===== config.mk =====
export PLATFORM = sky130hd
export DESIGN_NAME = lmsd_queue
export DESIGN_NICKNAME = d
export VERILOG_FILES = /design/src/design/lmsd_pkg.sv /design/src/design/lmsd_queue.sv
export SDC_FILE = /design/constraint.sdc
export NUM_CORES = 1
export LEC_CHECK = 0
export ABC_CLOCK_PERIOD_IN_PS = 2300
export BUFFER_PORTS_ARGS = -buffer_cell sky130_fd_sc_hd__buf_2
export CORE_ASPECT_RATIO = 0.75
export CORE_MARGIN = 4
export CORE_UTILIZATION = 47
export DETAILED_ROUTE_END_ITERATION = 10
export GPL_TIMING_DRIVEN = 0
export PLACE_DENSITY = 0.75
export SLEW_MARGIN = 20
export SYNTH_ARGS = -nofsm -noshare
export SYNTH_HDL_FRONTEND = slang
export SYNTH_SLANG_ARGS = --single-unit

===== constraint.sdc =====
create_clock -name clk -period 2.3 [get_ports clk]
set_input_delay 0.23 -clock clk [delete_from_list [all_inputs] [get_ports clk]]
set_output_delay 0.23 -clock clk [all_outputs]
set_load 0.02 [all_outputs]

===== src/design/lmsd_pkg.sv =====
// Shared types and codes of the LED matrix scan driver.
`default_nettype none

package lmsd_pkg;

	// Input command codes
	localparam logic [1:0] CMD_WRITE = 2'd0;
	localparam logic [1:0] CMD_TICK  = 2'd1;
	localparam logic [1:0] CMD_CLEAR = 2'd2;

	localparam logic [3:0] BRIGHT_RESET = 4'd10;

	typedef struct packed {
		logic [1:0]        command;
		logic signed [7:0] pos_x;
		logic signed [7:0] pos_y;
		logic [11:0]       pixel_color;
	} in_item_t;

	typedef struct packed {
		logic       event_kind;
		logic       upper_red;
		logic       upper_green;
		logic       upper_blue;
		logic       lower_red;
		logic       lower_green;
		logic       lower_blue;
		logic [3:0] row_address;
		logic [5:0] column_index;
		logic       latch;
		logic       panel_on;
	} out_item_t;

	typedef enum logic [1:0] {
		OP_WRITE,
		OP_TICK,
		OP_CLEAR
	} op_kind_t;

	// One classified command waiting for the back end
	typedef struct packed {
		op_kind_t    kind;
		logic [7:0]  x;
		logic [7:0]  y;
		logic [11:0] colour;
		logic [3:0]  bright;
	} op_t;

	typedef enum logic [2:0] {
		BK_INIT,
		BK_IDLE,
		BK_CLEAR,
		BK_SHIFT,
		BK_SHIFT_END,
		BK_ENABLE
	} back_state_t;

endpackage

`default_nettype wire


===== src/design/lmsd_queue.sv =====
// Two-entry command queue between front and back end.
`default_nettype none

module lmsd_queue import lmsd_pkg::*; (
	input  wire logic clk,
	input  wire logic arst_n,
	input  wire logic push,
	input  wire op_t  push_data,
	output logic      full,
	input  wire logic pop,
	output op_t       pop_data,
	output logic      empty
);

	op_t        slots_q [2];
	logic       wr_ptr_q;
	logic       rd_ptr_q;
	logic [1:0] count_q;

	assign full     = (count_q == 2'd2);
	assign empty    = (count_q == 2'd0);
	assign pop_data = slots_q[rd_ptr_q];

	always_ff @(posedge clk) begin
		if (push) begin
			slots_q[wr_ptr_q] <= push_data;
		end
	end

	always_ff @(posedge clk or negedge arst_n) begin
		if (!arst_n) begin
			wr_ptr_q <= 1'b0;
			rd_ptr_q <= 1'b0;
			count_q  <= 2'd0;
		end else begin
			if (push) begin
				wr_ptr_q <= !wr_ptr_q;
			end
			if (pop) begin
				rd_ptr_q <= !rd_ptr_q;
			end
			case ({push, pop})
				2'b10:   count_q <= count_q + 2'd1;
				2'b01:   count_q <= count_q - 2'd1;
				default: count_q <= count_q;
			endcase
		end
	end

endmodule

`default_nettype wire


Yosys cells after proc, flatten, opt, wreduce, memory -nomap -nowiden
Memories as Yosys holds them, arrays and structs flattened. Index checks and enable logic that the tools add are counted.

Word-level logic and storage cells: 16. Flip-flop bits (word level): 4. Bits of input ports: 38. Memories: 1. RAM bits: 68. Output and inout port bits: 36.

Memories: slots_q (depth 2, width 34, read ports 1, clocked after Yosys merged registers in 0, wr ports 1, RTL line lmsd_queue.sv:15) `op_t slots_q [2];`.

Add/subtract/negate cells: 2. Equal/unequal tests: 3. Reduce and logical (&&, ||, !) cells: 4. Muxes and demuxes: 3.

Operator list (count): equality test 2 bit (second input constant) (2); case mux 2 bit (2 select lines) (1); adder 2 x 1 -> 2 bit (second input constant) (1); equality test 2 x 1 -> 1 bit (second input constant) (1); zero test 1 bit (2); zero test 2 bit (1); two-way mux 1 bit (2); nonzero test 2 bit (1); subtractor 2 x 1 -> 2 bit (second input constant) (1).

Longest topological paths before layout
Depth after elaboration: 2. Gate-level depth with buffers: 5. Gate-level depth less buffers: 5.

Least setup slack after synthesis
OpenSTA, ideal clock, no wires.

Path type: register -> register. From: register wr_ptr_q. To: memory slots_q[0][0] (netlist bit) (enable). Setup time: 0.426 ns. Data required time: 1.874 ns. Path slack: 0.033 ns. Period minus slack after synthesis: 2.267 ns. Arrival: 1.842 ns. Buffers on the path: 0. Cell stages (with the launch flop): 2. Cells stage by stage: dfrtp_1 > nor2_1.

RTL lines: start, declared (RTL line lmsd_queue.sv:16) `logic wr_ptr_q;`; start signal, assigned (RTL line lmsd_queue.sv:37) `wr_ptr_q <= !wr_ptr_q;`; end, declared (RTL line lmsd_queue.sv:15).

No word-level cell before the write port.

==> impl_metrics.yaml <==
placed_design:
  io_buffers: 73
  place_area_um2: 3310
  gp_congestion: 0.675
  dpl.hpwl_um: 3130
  dp_cells: 272
die:
  dieArea_um2: 7240
  core_area_um2: 5550
  num_rows: 23
  die_h_um: 74.7
  fp.dieW_um: 97.0
  start_util_pct: 50.2
  ios: 74
global_route:
  grt_max_degree: 23
  grt.overflow.total: 0
  track_usage_pct: 13.0
  grt_pass1_wl_um: 7000
  antenna_found_initial: 0
  grt_pass1_vias: 1444
timing:
  final-hold-violation-count: 0
  tightestPinTransition_ps: 469
  rsz0062_at_grt: "false"
  fin_crit_sh_pct: 73.7
  slew_headroom_pct: 68.7
  max_freq_mhz: 590
  slew_violations: 0
  skew_ps: 4.28
  final-setup-viol-count: 0
  period_minus_slack_ps: 1690
power_and_ir_drop:
  powerDensity_nw_per_um2: 1280
  pwr-share-clk_pct: 22.1
  vdd_ir_drop_max_v: 0.000867
  p_seq_share_pct: 40.5
  p_sw_share_pct: 30.2
  switching_power_mw: 1.37
  p_int_mw: 3.15
  p_leak_nw: 1.44
  comb_power_share_pct: 37.4
worst_setup_path:
  start_kind: "flip-flop"
  end_kind: "output pin"
  crit_path_top_delay_cell: "dfrtp_1"
  path_cells: "buf_6, buf_12, mux2_4, buf_2"
  worstPathRequired_ps: 2070
  cp_max_fo: 10
  worstPathArrival_ps: 1460
  max_stage_delay_ps: 370
  path_class: "reg2out"
layout:
  nFillCells: 391
  n_antenna_cell: 0
  post-route-cell-area_um2: 3520
  area_growth_syn_to_layout_pct: 26.3
  layout_commonest_cell: "buf_2"
  drive_gt1_share_pct: 59.6
  nets: 248
  final_cell_mix: "73 x buf_2, 68 x edfxtp_1, 29 x mux2_4"
  layoutNonFillerInstCount: 288
clock_network:
  post_cts_buffers: 0
  clock_latency_ps: 330
  post_cts_resized: 0
  cts_buffers: 9
  cts_tree: "yes"
  clockRootBuffer: "clkbuf_8"
  clk_pin_slew_worst_paths_ps: 70
  cts_hold_buf: 1
  cts.htree.levels: 3
  clk_path_buf_depth: 2
  cts_sinks: 72
yosys:
  yosys-top-cells-area: "edfxtp_1 73%, mux2_4 16%, dfrtp_1 3.6%, buf_12 2.2%, mux2_2 2.0%"
  ys_seq_elements: 72
  ys_seq_area_share_pct: 76.8
  synth_fp_nets: 161
  synth_cell_type_count: 13
  syn_area_um2: 2790
  synthDominantCellAreaShare_pct: 73.2
  yosys.area.top_type: "edfxtp_1"
  syn_area_per_cell_um2: 22.9
  yosys_warnings: 0
  syn_inst: 122
detailed_routing:
  ant_nets: 0
  drt_iter0_markers: 47
  routed_wl_um: 4400
  route.vias.total: 1354
  drc: 0
  dr_wl_met2_um: 2040
  via_per_inst: 4.70
  firstDrtPassIters: 4
  wl_met3_um: 417
  wl_met1_um: 1870
  routed.top_layer: "met4"
  wire_per_inst_um: 15.3
job:
  maxCapViolCount: 0
hold_path:
  min_path_type: "in2reg"
status:
  status: "finished, final reports clean"
==> registers in the layout, summed over array words and instances (netlist names) <==
| register | count |
|---|---|
| count_q | 2 |
| rd_ptr_q | 1 |
| slots_q | 68 |
| wr_ptr_q | 1 |
==> power groups by stage <==
stage | clock network, mW | registers (mW) | logic, mW
6_report | 1.00 | 1.83 | 1.69
5_1_grt | 1.09 | 1.85 | 1.79
4_1_cts | 1.03 | 1.83 | 1.72
3_5_place_dp | 0 | 1.86 | 1.71
3_3_place_gp | 0 | 1.86 | 1.63
2_1_floorplan | 0 | 1.84 | 1.24
==> critical path: cells and delay by family (launching register included) <==
| family | cells | cell delay, ps |
|---|---|---|
| buf+inv | 3 | 460 |
| flops | 1 | 370 |
| mux | 1 | 300 |
==> cells in the mapped netlist <==
cell type and count:
inv_1 1, buf_12 3, dfrtp_1 4, mux2_2 5
nor2b_1 1, buf_6 1, edfxtp_1 68, xnor2_1 2
nor2_1 3, ha_1 1, and2_1 1, xor2_1 3
mux2_4 29
==> final cells by class <==
class	count	area [µm²]	share of cell area, %
buffer	4	71.3	2.02
clock buffer	10	128	3.62
clock inverter	5	72.6	2.06
inverter	1	3.75	0.107
multi-input combinational	45	581	16.5
sequential	72	2140	60.8
tap	75	93.8	2.66
timing repair buffer	76	430	12.2
==> cells by family (layout without fill, tap and decap cells) <==
group,count (synthesis),count (layout),share of synthesized area [%]
AND/OR/NAND/NOR,5,5,0.853
adder cells (fa/ha/maj),1,1,0.449
flip-flops,72,72,76.8
multiplexers,34,34,17.6
XOR/XNOR,5,5,1.57
buffers and inverters,5,96,2.69
==> layer usage <==
| layer | GRT usage, % | vias up |
|---|---|---|
| met5 | 0 | - |
| met3 | 5.83 | 8 |
| li1 | - | 644 |
| met1 | 14.9 | 639 |
| met2 | 22.1 | 63 |
| met4 | 4.67 | 0 |
==> worst paths after layout <==
path	endpoint	cells after the start	startpoint	slack (ps)
max	pop_data[1]	4	rd_ptr_q	610
min	slots_q[0][25]	1	push_data[25]	90
max reg2reg	slots_q[0][2]	2	wr_ptr_q	920
min reg2reg	count_q[1]	1	count_q[1]	490
max in group asynchronous	rd_ptr_q	2	arst_n	1920
min in group asynchronous	count_q[0]	2	arst_n	260
==> through the flow <==
stage	hold slack (ps)	TNS [ps]	total power, mW	util, %	worst slack, ps
finish	89.1	0	4.52	63.4	605
global route	70.1	0	4.74	63.4	555
CTS	68.1	0	4.59	63.4	578
detailed placement	46.0	0	3.57	59.6	916
global placement	42.3	-25110	3.49	58.5	-740
floorplan	-65.6	0	3.08	-	32.6
(Power assumes the default switching activity.)
