==> config.mk <==
export PLATFORM = sky130hd
export DESIGN_NAME = lmsd_front
export DESIGN_NICKNAME = d
export VERILOG_FILES = /design/src/design/lmsd_pkg.sv /design/src/design/lmsd_front.sv
export SDC_FILE = /design/constraint.sdc
export NUM_CORES = 1
export LEC_CHECK = 0
export BUFFER_PORTS_ARGS = -buffer_cell sky130_fd_sc_hd__buf_2
export CAP_MARGIN = 0
export CORE_AREA = 2 2 45 47
export CTS_CLUSTER_SIZE = 16
export DETAILED_ROUTE_END_ITERATION = 7
export DIE_AREA = 0 0 47 49
export PLACE_DENSITY_LB_ADDON = 0.25
export SETUP_SLACK_MARGIN = 0.5
export SLEW_MARGIN = 20
export SYNTH_ARGS = -nofsm -noshare
export SYNTH_HDL_FRONTEND = slang
export SYNTH_SLANG_ARGS = --single-unit
==> constraint.sdc <==
create_clock -name clk -period 1.3 [get_ports clk]
set_input_delay 0.26 -clock clk [delete_from_list [all_inputs] [get_ports clk]]
set_output_delay 0.26 -clock clk [all_outputs]
set_load 0.05 [all_outputs]
==> src/design/lmsd_pkg.sv <==
// Shared types and codes of the LED matrix scan driver.
`default_nettype none

package lmsd_pkg;

	// Input command codes
	localparam logic [1:0] CMD_WRITE = 2'd0;
	localparam logic [1:0] CMD_TICK  = 2'd1;
	localparam logic [1:0] CMD_CLEAR = 2'd2;

	localparam logic [3:0] BRIGHT_RESET = 4'd10;

	typedef struct packed {
		logic [1:0]        command;
		logic signed [7:0] pos_x;
		logic signed [7:0] pos_y;
		logic [11:0]       pixel_color;
	} in_item_t;

	typedef struct packed {
		logic       event_kind;
		logic       upper_red;
		logic       upper_green;
		logic       upper_blue;
		logic       lower_red;
		logic       lower_green;
		logic       lower_blue;
		logic [3:0] row_address;
		logic [5:0] column_index;
		logic       latch;
		logic       panel_on;
	} out_item_t;

	typedef enum logic [1:0] {
		OP_WRITE,
		OP_TICK,
		OP_CLEAR
	} op_kind_t;

	// One classified command waiting for the back end
	typedef struct packed {
		op_kind_t    kind;
		logic [7:0]  x;
		logic [7:0]  y;
		logic [11:0] colour;
		logic [3:0]  bright;
	} op_t;

	typedef enum logic [2:0] {
		BK_INIT,
		BK_IDLE,
		BK_CLEAR,
		BK_SHIFT,
		BK_SHIFT_END,
		BK_ENABLE
	} back_state_t;

endpackage

`default_nettype wire

==> src/design/lmsd_front.sv <==
// Front end: input handshake, brightness register and command classification.
`default_nettype none

module lmsd_front import lmsd_pkg::*; #(
	parameter int PANEL_COLUMNS = 64,
	parameter int PANEL_ROWS    = 32,
	parameter int LOOP_STEPS    = 10
) (
	input  wire logic     clk,
	input  wire logic     arst_n,
	input  wire logic     in_valid,
	output logic          in_ready,
	input  wire in_item_t in_data,
	input  wire logic     cfg_we,
	input  wire logic [3:0] cfg_wdata,
	input  wire logic     init_busy,
	input  wire logic     q_full,
	output logic          q_push,
	output op_t           q_data
);

	logic [3:0] brightness_q;
	logic [3:0] bright_clamped;
	logic       x_ok;
	logic       y_ok;
	logic       push_ok;

	always_ff @(posedge clk or negedge arst_n) begin
		if (!arst_n) begin
			brightness_q <= BRIGHT_RESET;
		end else if (cfg_we) begin
			brightness_q <= cfg_wdata;
		end
	end

	assign bright_clamped = (5'(brightness_q) > 5'(LOOP_STEPS)) ? 4'(LOOP_STEPS) : brightness_q;

	assign x_ok = !in_data.pos_x[7] && ({2'b00, in_data.pos_x[6:0]} < 9'(PANEL_COLUMNS));
	assign y_ok = !in_data.pos_y[7] && ({2'b00, in_data.pos_y[6:0]} < 9'(PANEL_ROWS));

	assign in_ready = !q_full && !init_busy;

	always_comb begin
		q_data.kind   = OP_WRITE;
		q_data.x      = in_data.pos_x;
		q_data.y      = in_data.pos_y;
		q_data.colour = in_data.pixel_color;
		q_data.bright = bright_clamped;
		push_ok       = 1'b0;
		case (in_data.command)
			CMD_WRITE: begin
				q_data.kind = OP_WRITE;
				push_ok     = x_ok && y_ok;
			end
			CMD_TICK: begin
				q_data.kind = OP_TICK;
				push_ok     = 1'b1;
			end
			CMD_CLEAR: begin
				q_data.kind = OP_CLEAR;
				push_ok     = 1'b1;
			end
			// drop the undefined code
			default: push_ok = 1'b0;
		endcase
	end

	assign q_push = in_valid && in_ready && push_ok;

endmodule

`default_nettype wire

### Yosys cells after proc, flatten, opt, wreduce, memory -nomap -nowiden

Cells that the tools add are included.

* ROM bits: 0
* RAM bits: 0
* output and inout bits: 36
* bits in latches: 0
* flip-flop bits (word level): 4
* logic and storage cells: 21
* memories kept: 0

* equal/unequal tests: 2
* bitwise gates (word level): 0
* divide/modulo/power cells: 0
* add/subtract/negate cells: 0
* $mul: 0
* shifts and indexed selects: 0
* order comparisons: 3
* reductions and logical operators: 12
* muxes and demuxes: 3

Operators with widths (number)
* 7-bit by 6-bit < comparator with 1-bit output, second input constant: 1
* 7-bit < comparator, second input constant: 1
* 1-bit logical AND: 6
* 4-bit > comparator, second input constant: 1
* 1-bit logical NOT: 4
* 4-bit 2-to-1 mux: 1
* 2-bit case mux with 2 select lines: 1
* 2-bit by 1-bit equality test with 1-bit output, second input constant: 1
* 2-bit equality test, second input constant: 1
* 2-bit logical NOT: 1
* 1-bit case mux with 2 select lines: 1
* 2-bit OR reduction: 1

### Logic depth before layout (Yosys ltp)

* depth after elaboration: 5
* gate-level depth with buffers: 4
* mapped depth without buffers: 4

### Worst setup path after synthesis

OpenSTA, ideal clock, no wires.

* path kind: input -> output
* start: input port init_busy
* end: output port q_push
* path buffers: 0
* data required time: 1.040 ns
* data arrival time: 1.495 ns
* stages on the path: 2
* setup slack: -0.455 ns
* cell sequence: nor2_1 > and4bb_2

* longest elaborated chain between the ends: 4

Ends and longest elaborated chain
* start, declared: RTL line lmsd_front.sv:16 `input wire logic init_busy,`
* 1-bit logical NOT: RTL line lmsd_front.sv:41 `assign in_ready = !q_full && !init_busy;`
* 1-bit logical AND: RTL line lmsd_front.sv:41
* 1-bit logical AND (2 in series): RTL line lmsd_front.sv:68 `assign q_push = in_valid && in_ready && push_ok;`
* end, declared: RTL line lmsd_front.sv:18 `output logic q_push,`

Every way passes these cells.

### Worst setup path after layout

* start: input port in_data[27] (netlist bit)
* end: output port q_push

* longest elaborated chain between the ends: 5

Ends and longest elaborated chain
* start, declared: RTL line lmsd_front.sv:13 `input wire in_item_t in_data,`
* 1-bit logical NOT: RTL line lmsd_front.sv:38 `assign x_ok = !in_data.pos_x[7] && ({2'b00, in_data.pos_x[6:0]} < 9'(PANEL_COLUMNS));`
* 1-bit logical AND: RTL line lmsd_front.sv:38
* 1-bit logical AND: RTL line lmsd_front.sv:53 `push_ok = x_ok && y_ok;`
* 1-bit case mux with 2 select lines: RTL line lmsd_front.sv:50 `case (in_data.command)`
* 1-bit logical AND: RTL line lmsd_front.sv:68

Every way passes these cells.

==> run metrics <==
met2 wire length 501 um; overall global routing resource usage a little under a tenth; Inst Count DP 83; yosys warns 0; Core Box Area between 1500 and 2000 um2; Core Rows 16; Largest regs brightness_q: 4 flops; Slowest cell on crit path and4bb_4; ANT cells 0; die area between 2000 and 2500 um2; Initial Util 25.9%; Mean Syn Cell Area 9.17 um2; mapped cell area between 400 and 500 um2; Via density 3.89; share of layout cells above drive strength 1 87.5%; clk slew on worst S/H paths 0.04 ns; Worst Skew 0 ns; startpoint type of the worst setup path input port; Area Overhead vs Synth 68.0%; CP max FO 2; RSZ-0062 raised after global routing true; count of cell types in the netlist 15; die span in x around 47 um; largest net degree at the start of global routing 5; PD cells between 800 and 900 nW/um2; Max stage delay on crit path 0.31 ns; first-pass GRT wire length 1430 um; I/O pin count 76; final cell count without fillers 91; initial DRC count 2; Core Util, Final 43.5%; root buffer cell clkbuf_4; Setup CP Type input port to primary output; DP Wirelength 645 um; Synth area leader buf_4; cells after synthesis 52; htree depth 1; RD Place Congestion ~0.62; CTS tree yes; required time worst endpoint 1.04 ns; status finished, violations left; register bit total from synthesis 4; port bufs 29; residual DRC count 0; clock buffer depth 2; top_reg_cell synth dfstp_2; vias in the first global route 361; Reg with most FFs brightness_q; Yosys top cell area share 44.1%; Setup Viol. Count Final 5; DR top layer met4; violated checks setup timing; syn nets 96; Post-synth top cells 28 x buf_4, 4 x ha_1, 4 x mux2_2; max reg flops 4; Worst setup EP type primary output; initial antenna violation count 0; worst hold slack 0.266 ns; Tmin final 1.43 ns; Post-synth EDFFs 0; final hold vios 0; ranking of synthesized cells by area buf_4 44%, dfstp_2 11%, dfrtp_1 10%; max-slew violations 0; M1 WL ~290 um; gr ovfl total 0; fmax 0.698 GHz; crit-path leading delay family simple AND/OR/NAND/NOR gates; Final ANT Viol Nets 0; arrival time of the worst setup path 1.17 ns; fin worst setup slack -0.133 ns; worst path cell trace buf_8 > nor4_4 > a31oi_1 > and4bb_4 > buf_8; VDD IR-drop max 0.266 mV; register area share after synthesis 21.5%; # clock sinks 4; Vias 354; Slew headroom 83.0%; most frequent cell after synthesis buf_4; Buf/Inv on CP 2; FILL cells around 180; ys async rst share 100%; Worst-Margin Slew 0.257 ns; Final Cycle Share 110%; max-cap violation count 0; most used cell, CP buf_8; Met3 Routed Length 145 um; Lkg Pwr 0.375 nW; clk_lat worst skew 0.23 ns; WL/cell 10.4 um; die height 49 um; Worst Hold Class input port to flop; final net count 110; final WL roughly 950 um; Pre-antenna DRT Iters 2; total CTS buffers 3
per-stage QoR:
stage | setup WS [ns] | TNS [ns] | total power [mW] | cell area [um2]
after floorplan | 0.0366 | 0 | 0.522 | 542
after global placement | -0.256 | -0.256 | 0.380 | 527
after detailed placement | -0.259 | -0.259 | 0.380 | 527
after CTS | -0.137 | -0.333 | 0.629 | 751
after global routing | -0.187 | -0.589 | 0.692 | 801
final | -0.133 | -0.313 | 0.642 | 801
timing repair:
action                                  in CTS  in global routing
hold buffers                                 1                  0
gates resized for setup                     46                 11
pin swaps                                    2                  3
buffers inserted                             3                  1
endpoints found under the hold margin        3                  0
endpoints found under the setup margin      13                 13
cell usage in the layout, fill, tap and decap left out:
| master | synthesis | final |
|---|---|---|
| a21o_4 | 0 | 1 |
| inv_4 | 0 | 2 |
| and2_4 | 0 | 1 |
| clkbuf_4 | 0 | 3 |
| nor4_4 | 0 | 1 |
| o21ai_1 | 0 | 1 |
| a31oi_1 | 1 | 1 |
| dlygate4sd3_1 | 0 | 1 |
| mux2_4 | 0 | 1 |
| and4bb_4 | 0 | 1 |
| buf_6 | 0 | 15 |
| dfrtp_1 | 2 | 2 |
| ha_4 | 0 | 2 |
| buf_4 | 28 | 2 |
| buf_8 | 0 | 11 |
| buf_2 | 0 | 9 |
| dfstp_2 | 2 | 2 |
| nor2_4 | 0 | 1 |
| ha_1 | 4 | 2 |
| inv_1 | 3 | 1 |
| nor2b_4 | 0 | 1 |
| mux2_2 | 4 | 3 |
layout make-up:
type                            instances  area [um2]  share of cell area, %
Timing Repair Buffer                   38         404                   50.5
Multi-Input combinational cell         16         221                   27.7
Sequential cell                         4         103                   12.8
Tap cell                               27        33.8                   4.22
Clock buffer                            3        22.5                   2.81
Inverter                                3        16.3                   2.03
report_power, final:
part / internal (mW) / total [mW] / switching (mW)
Clock: 0.103 / 0.148 / 0.0454
Sequential: 0.143 / 0.155 / 0.0125
Combinational: 0.172 / 0.338 / 0.166
cell families (layout without fill, tap and decap cells):
kind of cell	after synthesis	count (layout)	synth area share [%]
fa+ha+maj	4	4	10.5
buf+inv	32	44	47.2
compound gates	3	3	3.94
simple gates	5	5	7.35
flops	4	4	21.5
mux	4	4	9.45
worst paths after layout:
check,from,to,slack [ns],depth (start not counted)
min,cfg_wdata[3],brightness_q[3],0.27,2
min in group asynchronous,arst_n,brightness_q[2],0.38,2
max reg2reg,brightness_q[3],brightness_q[3],0.43,2
min reg2reg,brightness_q[0],brightness_q[0],0.51,1
max in group asynchronous,arst_n,brightness_q[1],0.71,2
max,in_data[27],q_push,-0.13,5
routing by layer:
layer,track usage (%),up-vias
met3,7.41,2
li1,-,166
met4,6.02,0
met5,0,-
met2,14.2,27
met1,7.99,159
(Power assumes the default switching activity.)
